===== config.mk =====
export PLATFORM = sky130hd
export DESIGN_NAME = mrc_frame_core
export DESIGN_NICKNAME = d
export VERILOG_FILES = /design/src/rtl/mrc_pkg.sv /design/src/rtl/mrc_frame_core.sv
export SDC_FILE = /design/constraint.sdc
export NUM_CORES = 1
export LEC_CHECK = 0
export BUFFER_PORTS_ARGS = -buffer_cell sky130_fd_sc_hd__buf_2
export CORE_MARGIN = 3
export CORE_UTILIZATION = 35
export DETAILED_ROUTE_END_ITERATION = 16
export PLACE_DENSITY = 0.64
export SETUP_SLACK_MARGIN = 0.5
export SYNTH_ARGS = -nofsm -noshare
export SYNTH_HDL_FRONTEND = slang
export SYNTH_SLANG_ARGS = --single-unit

===== constraint.sdc =====
create_clock -name clk -period 10.3 [get_ports clk]
set_input_delay 1.545 -clock clk [delete_from_list [all_inputs] [get_ports clk]]
set_output_delay 1.545 -clock clk [all_outputs]
set_load 0.005 [all_outputs]

===== src/rtl/mrc_pkg.sv =====
`default_nettype none

package mrc_pkg;

  localparam int MAX_FRAME_BYTES_DEF = 256;

  localparam int APB_AW = 3;
  localparam int APB_DW = 32;

  localparam logic REG_SLAVE = 1'b0;
  localparam logic REG_FUNC  = 1'b1;

  localparam logic [7:0] SLAVE_RST = 8'd1;
  localparam logic [7:0] FUNC_RST  = 8'd3;

  localparam logic [7:0] FN_READ_COILS    = 8'd1;
  localparam logic [7:0] FN_READ_INPUTS   = 8'd2;
  localparam logic [7:0] FN_READ_HOLDING  = 8'd3;
  localparam logic [7:0] FN_READ_INPUT_RG = 8'd4;

  localparam int FN_EXC_BIT = 7;

  localparam logic [2:0] ST_OK     = 3'd0;
  localparam logic [2:0] ST_SHORT  = 3'd1;
  localparam logic [2:0] ST_ADDR   = 3'd2;
  localparam logic [2:0] ST_CRC    = 3'd3;
  localparam logic [2:0] ST_EXCEPT = 3'd4;
  localparam logic [2:0] ST_LENGTH = 3'd5;

  localparam logic KIND_PAYLOAD = 1'b0;
  localparam logic KIND_STATUS  = 1'b1;

  localparam logic [15:0] CRC_INIT = 16'hFFFF;
  localparam logic [15:0] CRC_POLY = 16'hA001;

  localparam int OUT_DEPTH = 4;
  localparam int OUT_AW    = 2;
  localparam int OUT_CW    = 3;

  typedef struct packed {
    logic        result_kind;
    logic [15:0] payload_value;
    logic [2:0]  status_code;
    logic [7:0]  exception_value;
    logic [15:0] detail_value;
    logic [7:0]  payload_length;
    logic        last_item;
  } out_item_t;

  typedef struct packed {
    logic      pay_valid;
    out_item_t pay_item;
    logic      sta_valid;
    out_item_t sta_item;
  } push_t;

  function automatic logic [15:0] crc_feed(input logic [15:0] crc, input logic [7:0] b);
    logic [15:0] c;
    c = crc ^ {8'h00, b};
    for (int i = 0; i < 8; i++) begin
      if (c[0]) begin
        c = (c >> 1) ^ CRC_POLY;
      end else begin
        c = c >> 1;
      end
    end
    return c;
  endfunction

endpackage

`default_nettype wire


===== src/rtl/mrc_frame_core.sv =====
`default_nettype none

module mrc_frame_core #(
  parameter int MAX_FRAME_BYTES = mrc_pkg::MAX_FRAME_BYTES_DEF
) (
  input  wire logic          clk,
  input  wire logic          rst,
  input  wire logic          in_valid,
  output logic               in_ready,
  input  wire logic [7:0]    rx_byte,
  input  wire logic          frame_end,
  input  wire logic [7:0]    expected_slave,
  input  wire logic [7:0]    expected_function,
  input  wire logic          room,
  output mrc_pkg::push_t     push
);

  localparam int PW = $clog2(MAX_FRAME_BYTES + 2);
  localparam int CW = (PW > 8) ? PW : 8;
  localparam int LW = CW + 1;
  localparam logic [PW-1:0] MAX_POS = PW'(MAX_FRAME_BYTES);
  localparam logic [PW-1:0] OVF_POS = PW'(MAX_FRAME_BYTES + 1);

  logic          s_valid;
  logic [7:0]    s_byte;
  logic          s_end;
  logic          go;

  logic [15:0]   crc, crc_next;
  logic [PW-1:0] pos, pos_next;
  logic [7:0]    held0, held0_next;
  logic [7:0]    held1, held1_next;
  logic [7:0]    addr_b, addr_b_next;
  logic [7:0]    func_b, func_b_next;
  logic [7:0]    count_b, count_b_next;
  logic [7:0]    pend, pend_next;

  logic          is_reg;
  logic          is_bit;
  logic          enable;
  logic [PW-1:0] k;
  logic [PW-1:0] d;
  logic [PW-1:0] len;
  logic          pay_emit;
  logic [15:0]   pay_val;
  mrc_pkg::out_item_t sta;

  assign go       = s_valid && room;
  assign in_ready = !s_valid || room;

  always_ff @(posedge clk) begin
    if (rst) begin
      s_valid <= 1'b0;
    end else if (in_ready) begin
      s_valid <= in_valid;
    end
  end

  always_ff @(posedge clk) begin
    if (in_ready && in_valid) begin
      s_byte <= rx_byte;
      s_end  <= frame_end;
    end
  end

  always_ff @(posedge clk) begin
    if (rst) begin
      crc     <= mrc_pkg::CRC_INIT;
      pos     <= '0;
      held0   <= '0;
      held1   <= '0;
      addr_b  <= '0;
      func_b  <= '0;
      count_b <= '0;
      pend    <= '0;
    end else if (go) begin
      crc     <= crc_next;
      pos     <= pos_next;
      held0   <= held0_next;
      held1   <= held1_next;
      addr_b  <= addr_b_next;
      func_b  <= func_b_next;
      count_b <= count_b_next;
      pend    <= pend_next;
    end
  end

  assign is_reg = (expected_function == mrc_pkg::FN_READ_HOLDING) ||
                  (expected_function == mrc_pkg::FN_READ_INPUT_RG);
  assign is_bit = (expected_function == mrc_pkg::FN_READ_COILS) ||
                  (expected_function == mrc_pkg::FN_READ_INPUTS);
  assign enable = (addr_b == expected_slave) && !func_b[mrc_pkg::FN_EXC_BIT];
  assign k      = pos - PW'(2);
  assign d      = pos - PW'(5);

  always_comb begin
    crc_next     = crc;
    pos_next     = pos;
    held0_next   = held0;
    held1_next   = held1;
    addr_b_next  = addr_b;
    func_b_next  = func_b;
    count_b_next = count_b;
    pend_next    = pend;
    pay_emit     = 1'b0;
    pay_val      = '0;
    len          = '0;
    sta          = '0;

    // body byte handling
    if (pos < MAX_POS) begin
      crc_next = mrc_pkg::crc_feed(crc, s_byte);
      pos_next = pos + PW'(1);
      if (pos >= PW'(2)) begin
        held0_next = held1;
        held1_next = s_byte;
        if (k == PW'(0)) begin
          addr_b_next = held0;
        end else if (k == PW'(1)) begin
          func_b_next = held0;
        end else begin
          if (k == PW'(2)) begin
            count_b_next = held0;
          end
          if (k == PW'(2) && (is_reg || is_bit)) begin
            pay_emit = 1'b0;
          end else if (enable) begin
            if (is_reg || is_bit) begin
              if (CW'(d) < CW'(count_b)) begin
                if (is_bit) begin
                  pay_emit = 1'b1;
                  pay_val  = {8'h00, held0};
                end else if (!d[0]) begin
                  pend_next = held0;
                end else begin
                  pay_emit = 1'b1;
                  pay_val  = {pend, held0};
                end
              end
            end else begin
              pay_emit = 1'b1;
              pay_val  = {8'h00, held0};
            end
          end
        end
      end else if (!pos[0]) begin
        held0_next = s_byte;
      end else begin
        held1_next = s_byte;
      end
    end else begin
      pos_next = OVF_POS;
    end

    // frame status
    if (s_end) begin
      len             = pos_next;
      sta.result_kind = mrc_pkg::KIND_STATUS;
      sta.last_item   = 1'b1;
      if (len > MAX_POS) begin
        sta.status_code  = mrc_pkg::ST_LENGTH;
        sta.detail_value = 16'(len);
      end else if (len < PW'(4)) begin
        sta.status_code  = mrc_pkg::ST_SHORT;
        sta.detail_value = 16'(len);
      end else if (addr_b_next != expected_slave) begin
        sta.status_code  = mrc_pkg::ST_ADDR;
        sta.detail_value = {8'h00, addr_b_next};
      end else if (crc_next != 16'h0000) begin
        sta.status_code  = mrc_pkg::ST_CRC;
        sta.detail_value = {held1_next, held0_next};
      end else if (func_b_next[mrc_pkg::FN_EXC_BIT]) begin
        sta.status_code     = mrc_pkg::ST_EXCEPT;
        sta.exception_value = (len >= PW'(5)) ? count_b_next : held0_next;
      end else if (is_reg || is_bit) begin
        if ((LW'(count_b_next) + LW'(5)) > LW'(len)) begin
          sta.status_code  = mrc_pkg::ST_LENGTH;
          sta.detail_value = 16'(len);
        end else begin
          sta.status_code    = mrc_pkg::ST_OK;
          sta.payload_length = count_b_next;
        end
      end else begin
        sta.status_code    = mrc_pkg::ST_OK;
        sta.payload_length = 8'(len - PW'(4));
      end

      crc_next     = mrc_pkg::CRC_INIT;
      pos_next     = '0;
      held0_next   = '0;
      held1_next   = '0;
      addr_b_next  = '0;
      func_b_next  = '0;
      count_b_next = '0;
      pend_next    = '0;
    end
  end

  always_comb begin
    push                        = '0;
    push.pay_valid              = go && pay_emit;
    push.pay_item.result_kind   = mrc_pkg::KIND_PAYLOAD;
    push.pay_item.payload_value = pay_val;
    push.sta_valid              = go && s_end;
    push.sta_item               = sta;
  end

endmodule

`default_nettype wire


## Word level (Yosys, flattened, before mapping)

Cells that the tools add are included.
W data, S select, Z words.

| word-level totals | value |
|---|---|
| logic and storage cells | 166 |
| bits in registers | 76 |
| output and inout bits | 109 |
| input bits | 29 |

| operators by class | value |
|---|---|
| bitwise operators | 9 |
| $add $sub $neg | 5 |
| muxes and demuxes | 101 |
| order comparisons | 7 |
| reductions and logical operators | 20 |
| equality and inequality tests | 13 |

Operators by type and width:

| kind | number |
|---|---|
| $mux W16 | 32 |
| $mux W8 | 46 |
| $mux W36 | 1 |
| $mux W9 | 3 |
| $mux W24 | 1 |
| $not A2 Y3 | 8 |
| $mux W3 | 7 |
| $eq A8 B2 Y1 const B | 2 |
| $reduce_bool A16 Y1 | 1 |
| $xor A16 B8 Y16 | 1 |
| $mux W1 | 11 |
| $reduce_and A11 Y1 | 1 |
| $ne A2 B2 Y1 const B | 5 |
| $reduce_bool A2 Y1 | 5 |
| $add A8 B3 Y9 const B | 1 |
| $add A9 B1 Y9 const B | 1 |
| $eq A9 B1 Y1 const B | 1 |
| $eq A9 B2 Y1 const B | 1 |
| $ge A9 B2 Y1 const B | 1 |
| $ge A9 B3 Y1 const B | 1 |
| $gt A9 B9 Y1 | 1 |
| $gt A9 B9 Y1 const B | 1 |
| $logic_not A9 Y1 | 1 |
| $lt A9 B3 Y1 const B | 1 |
| 12 further kinds | 21 |

## Logic depth before layout (Yosys ltp)

| logic depth | value |
|---|---|
| word-level depth | 31 |
| depth in mapped cells | 23 |
| mapped depth without buffers | 20 |

## Worst setup path before layout

No wires, ideal clock.

| path | value |
|---|---|
| kind | register to output |
| from | register pos[2] |
| to | output port push[15] in the netlist's numbering |
| path slack | 4,320 ps |
| required time | 8,755 ps |
| cell stages (with the launch flop) | 24 |
| data arrival time | 4,435 ps |
| path buffers | 3 |
| path through | dfxtp_1 buf_6 inv_1 ha_1 clkbuf_1 nand2_1 or2_2 a2111oi_1 buf_2 mux2_2 ha_1 inv_1 nand2_1 nand2_1 xor2_1 ha_1 o21a_1 o21a_1 o221ai_1 a211oi_1 and2_1 nand2_1 mux2_1 o22ai_1 |

RTL lines:

| element | RTL line | text |
|---|---|---|
| start: declaration | mrc_frame_core.sv:30 | `logic [PW-1:0] pos, pos_next;` |
| start signal: assignment | mrc_frame_core.sv:78 | `pos <= pos_next;` |
| end: declaration | mrc_frame_core.sv:15 | `output mrc_pkg::push_t push` |

==> out/metrics.csv <==
metric,value,unit
synth_area_per_cell,7.60,um2
ys_seq_area_frac,0.259,
cts_root_buf,sky130_fd_sc_hd__clkbuf_16,
drt_iter0_markers,481,
dpl.hpwl,14700,um
number_of_register_bits_inferred_by_synthesis,76,
power.ir.vdd_worst,0.104,mV
insertion_delay,0.34,ns
worst_max_slew_pin_slew,1.25,ns
final.setup.tns,0,ns
height_of_the_die,139,um
tritoncts,built,
post_route_cells_drive_above_1_share,0.147,
route.antenna.remaining_nets,0,
postLayoutCellArea,6900,um2
hp-class,flip-flop to flip-flop,
final.period_utilization,0.702,
drt_drc_violations_left,0,
place.gp.congestion,0.939,
largest_family_of_logic_cells_by_synthesized_area,simple AND/OR/NAND/NOR gates,
async_flop_share,0,
floorplan.die.width,139,um
detail_route.wl_per_cell,17.6,um
number_of_synthesized_flops_with_an_enable_pin,9,
cts_max_path_buffers,2,
final_period_minus_worst_setup_slack,7.23,ns
placed_cell_area,6590,um2
worst_setup_hold_path_clk_slew,0.06,ns
result_of_the_run,finished clean,
cts-hold-fix-buffers,0,
max-cap-violations,0,
io-pin-count,138,
fin_nets,929,
design.die.area,19400,um2
synth_mux_area_frac,0.0366,
fraction_of_the_mapped_netlist_area_in_compound_gates,0.198,
simple_logic_cell_fraction_of_the_synthesized_area,0.248,
synth_adder_area_share,0.0563,
ctsHtreeMaxLevel,3,
leakage,2.87,nW
globalRouteOverflowTotal,0,
cells_taking_the_most_area_after_synthesis,"sky130_fd_sc_hd__dfxtp_1 22%, sky130_fd_sc_hd__buf_4 6.9%, sky130_fd_sc_hd__nor2_1 6.3%, sky130_fd_sc_hd__ha_1 5.6%, sky130_fd_sc_hd__nand2_1 5.3%",
grt_pass1_wl,30400,um
clkSinkCount,76,
cts-buffers-inserted,9,
cp_data_arrival_time,5.68,ns
floorplan.core_area,17400,um2
max_clock_freq,138,MHz
yosys_warnings,0,
floorplan.initialDensity,0.358,
util_after_layout,0.398,
final_critical_path_setup_slack,3.07,ns
synth.cell_area,6220,um2
detailroute.via_count,5939,
synthesis.instances,818,
cts.repair_timing.setup_buffer_count,0,
syn_to_final_growth,11.0,%
report.final.hold_viol_count,0,
buffer_ports.inserted,84,
pin_count_of_the_biggest_net_entering_global_routing,52,
pre_cts_ws,3.57,ns
area_share_of_the_leading_cell_type_in_the_synthesized_netlist,0.216,
timing.critical_path.to_type,output port,
yosys_most_used_dff,sky130_fd_sc_hd__dfxtp_1,
grtUsageTotal,0.194,
first_global_vias,5549,
maxSlewViolCount,0,
report.final.setup_viol,0,
rsz_0062_raised_after_global_routing,no,
post_cts_resized,0,
fp-row-count,48,
max_slew_margin,0.161,
synthXorXnorAreaFrac,0.0837,
antenna_cells,0,
synthDistinctLibCells,72,
critPathMaxFanout,20,
netlist.top_cell.by_area,sky130_fd_sc_hd__dfxtp_1,
grt_antenna_before_repair,0,
power_density,111,nW/um2
drt-pass1-iter-count,5,
critical_path.startpoint_type,flip-flop,
timing.clock.skew,0.0108,ns
timing_worst_setup_path_type,flip-flop to output port,
viasPerCell,5.39,
critical_path_required_time,8.76,ns
detail_route.wirelength,19400,um
## worst max-delay path, cell delays in order (launching register included)
cell and delay, ns:
sky130_fd_sc_hd__dfxtp_1 0.62, sky130_fd_sc_hd__inv_1 0.18, sky130_fd_sc_hd__ha_1 0.33, sky130_fd_sc_hd__nor3b_4 0.28, sky130_fd_sc_hd__nand2_1 0.15, sky130_fd_sc_hd__a2111oi_2 0.35, sky130_fd_sc_hd__buf_4 0.29, sky130_fd_sc_hd__mux2_2 0.41
sky130_fd_sc_hd__ha_1 0.21, sky130_fd_sc_hd__inv_1 0.08, sky130_fd_sc_hd__nand2_1 0.10, sky130_fd_sc_hd__nand2_1 0.11, sky130_fd_sc_hd__xor2_1 0.07, sky130_fd_sc_hd__ha_1 0.32, sky130_fd_sc_hd__o21a_1 0.11, sky130_fd_sc_hd__o21a_1 0.10
sky130_fd_sc_hd__o221ai_1 0.11, sky130_fd_sc_hd__a211oi_1 0.35, sky130_fd_sc_hd__and2_1 0.31, sky130_fd_sc_hd__nand2_1 0.08, sky130_fd_sc_hd__mux2_1 0.31, sky130_fd_sc_hd__o22ai_1 0.29, sky130_fd_sc_hd__buf_2 0.18
## Yosys cell counts (all sizes together) (6+ instances only)
library cell    n
a211oi          9
a21oi          44
a22oi          33
and2           27
buf            66
clkbuf         38
dfxtp          67
edfxtp          9
ha             28
inv            27
mux2            6
mux2i          16
nand2          88
nand3          28
nand3b         10
nand4           8
nor2          105
nor3            9
nor4            6
o211ai         15
o21a            8
o21ai          36
o22ai          15
xnor2          32
xor2           24
## cells by family (layout without fill, tap and decap cells)
family,Yosys count,in the layout
AND/OR/NAND/NOR,315,315
AO/OA/AOI/OAI,187,187
buffers and inverters,132,139
flip-flops,76,76
XOR/XNOR,57,57
adder cells (fa/ha/maj),28,28
multiplexers,22,22
other,1,53
## power by group
part	leakage [nW]	switching, W	internal, W
Clock	0.153	0.000129	0.000212
Sequential	0.630	0.0000107	0.000308
Combinational	2.09	0.0000643	0.0000388
Total	2.87	0.000204	0.000559
## area by class of cell
| cell class | instances | area, um2 |
|---|---|---|
| fillers | 1776 | 10500 |
| multi-input cells | 662 | 4090 |
| flip-flops and latches | 76 | 1610 |
| repair buffers | 95 | 503 |
| well taps | 225 | 282 |
| clock buffers | 10 | 229 |
| inverters | 28 | 105 |
| clock inverters | 6 | 86.3 |
## flip-flops by register name, indices dropped and copies added, names as in the netlist
signal and cells:
s_valid 1, held1 8, held0 8, pend 8, count_b 8, s_end 1
s_byte 8, crc 16, pos 9, addr_b 8, func_b 1
## path summary, 6_finish.rpt
check                                          start              endpoint  slack [ns]  depth (start not counted)
worst min register to register  pend[0]$_SDFFE_PP0P_  pend[0]$_SDFFE_PP0P_        0.46                          2
worst max register to register   pos[0]$_SDFFE_PP0P_  pend[0]$_SDFFE_PP0P_        6.70                         12
worst max-delay path             pos[2]$_SDFFE_PP0P_              push[15]        3.07                         22
worst min-delay path            pend[0]$_SDFFE_PP0P_  pend[0]$_SDFFE_PP0P_        0.46                          2
## metrics by stage
step,power (W),std cells,hold slack [ns]
5_1_grt,0.000794,1102,0.487
3_3_place_gp,0.000427,1086,0.452
3_5_place_dp,0.000426,1086,0.459
2_1_floorplan,0.000412,870,0.439
4_1_cts,0.000768,1102,0.467
6_report,0.000763,1102,0.464
## layout by cell type (no fill, tap or decap), types with 5 or more instances in the layout
cell type,count
sky130_fd_sc_hd__mux2i_1,16
sky130_fd_sc_hd__o211ai_1,15
sky130_fd_sc_hd__xnor2_1,32
sky130_fd_sc_hd__buf_2,84
sky130_fd_sc_hd__nor4_1,6
sky130_fd_sc_hd__and2_1,27
sky130_fd_sc_hd__dfxtp_1,67
sky130_fd_sc_hd__nand3_1,28
sky130_fd_sc_hd__nor2_1,104
sky130_fd_sc_hd__nand4_1,7
sky130_fd_sc_hd__edfxtp_1,9
sky130_fd_sc_hd__inv_1,27
sky130_fd_sc_hd__conb_1,53
sky130_fd_sc_hd__a21oi_1,44
sky130_fd_sc_hd__and3_1,5
sky130_fd_sc_hd__ha_1,28
sky130_fd_sc_hd__o21a_1,8
sky130_fd_sc_hd__buf_4,11
sky130_fd_sc_hd__o22ai_1,15
sky130_fd_sc_hd__nor3_1,8
sky130_fd_sc_hd__nand2b_1,5
sky130_fd_sc_hd__o21ai_0,30
sky130_fd_sc_hd__clkbuf_16,9
sky130_fd_sc_hd__nand3b_1,10
sky130_fd_sc_hd__nand2_1,88
sky130_fd_sc_hd__a211oi_1,9
sky130_fd_sc_hd__xor2_1,23
sky130_fd_sc_hd__nor2b_1,5
sky130_fd_sc_hd__a22oi_1,32
## routing by layer
metal  share of wire  GRT usage  vias up
met4           0.037     0.0896        0
met2            0.46      0.306      311
li1                -          -     2867
met3           0.085     0.0395       53
met1            0.42      0.256     2708
met5               0          0        -
No activity file was read; power rests on OpenSTA's default activity.
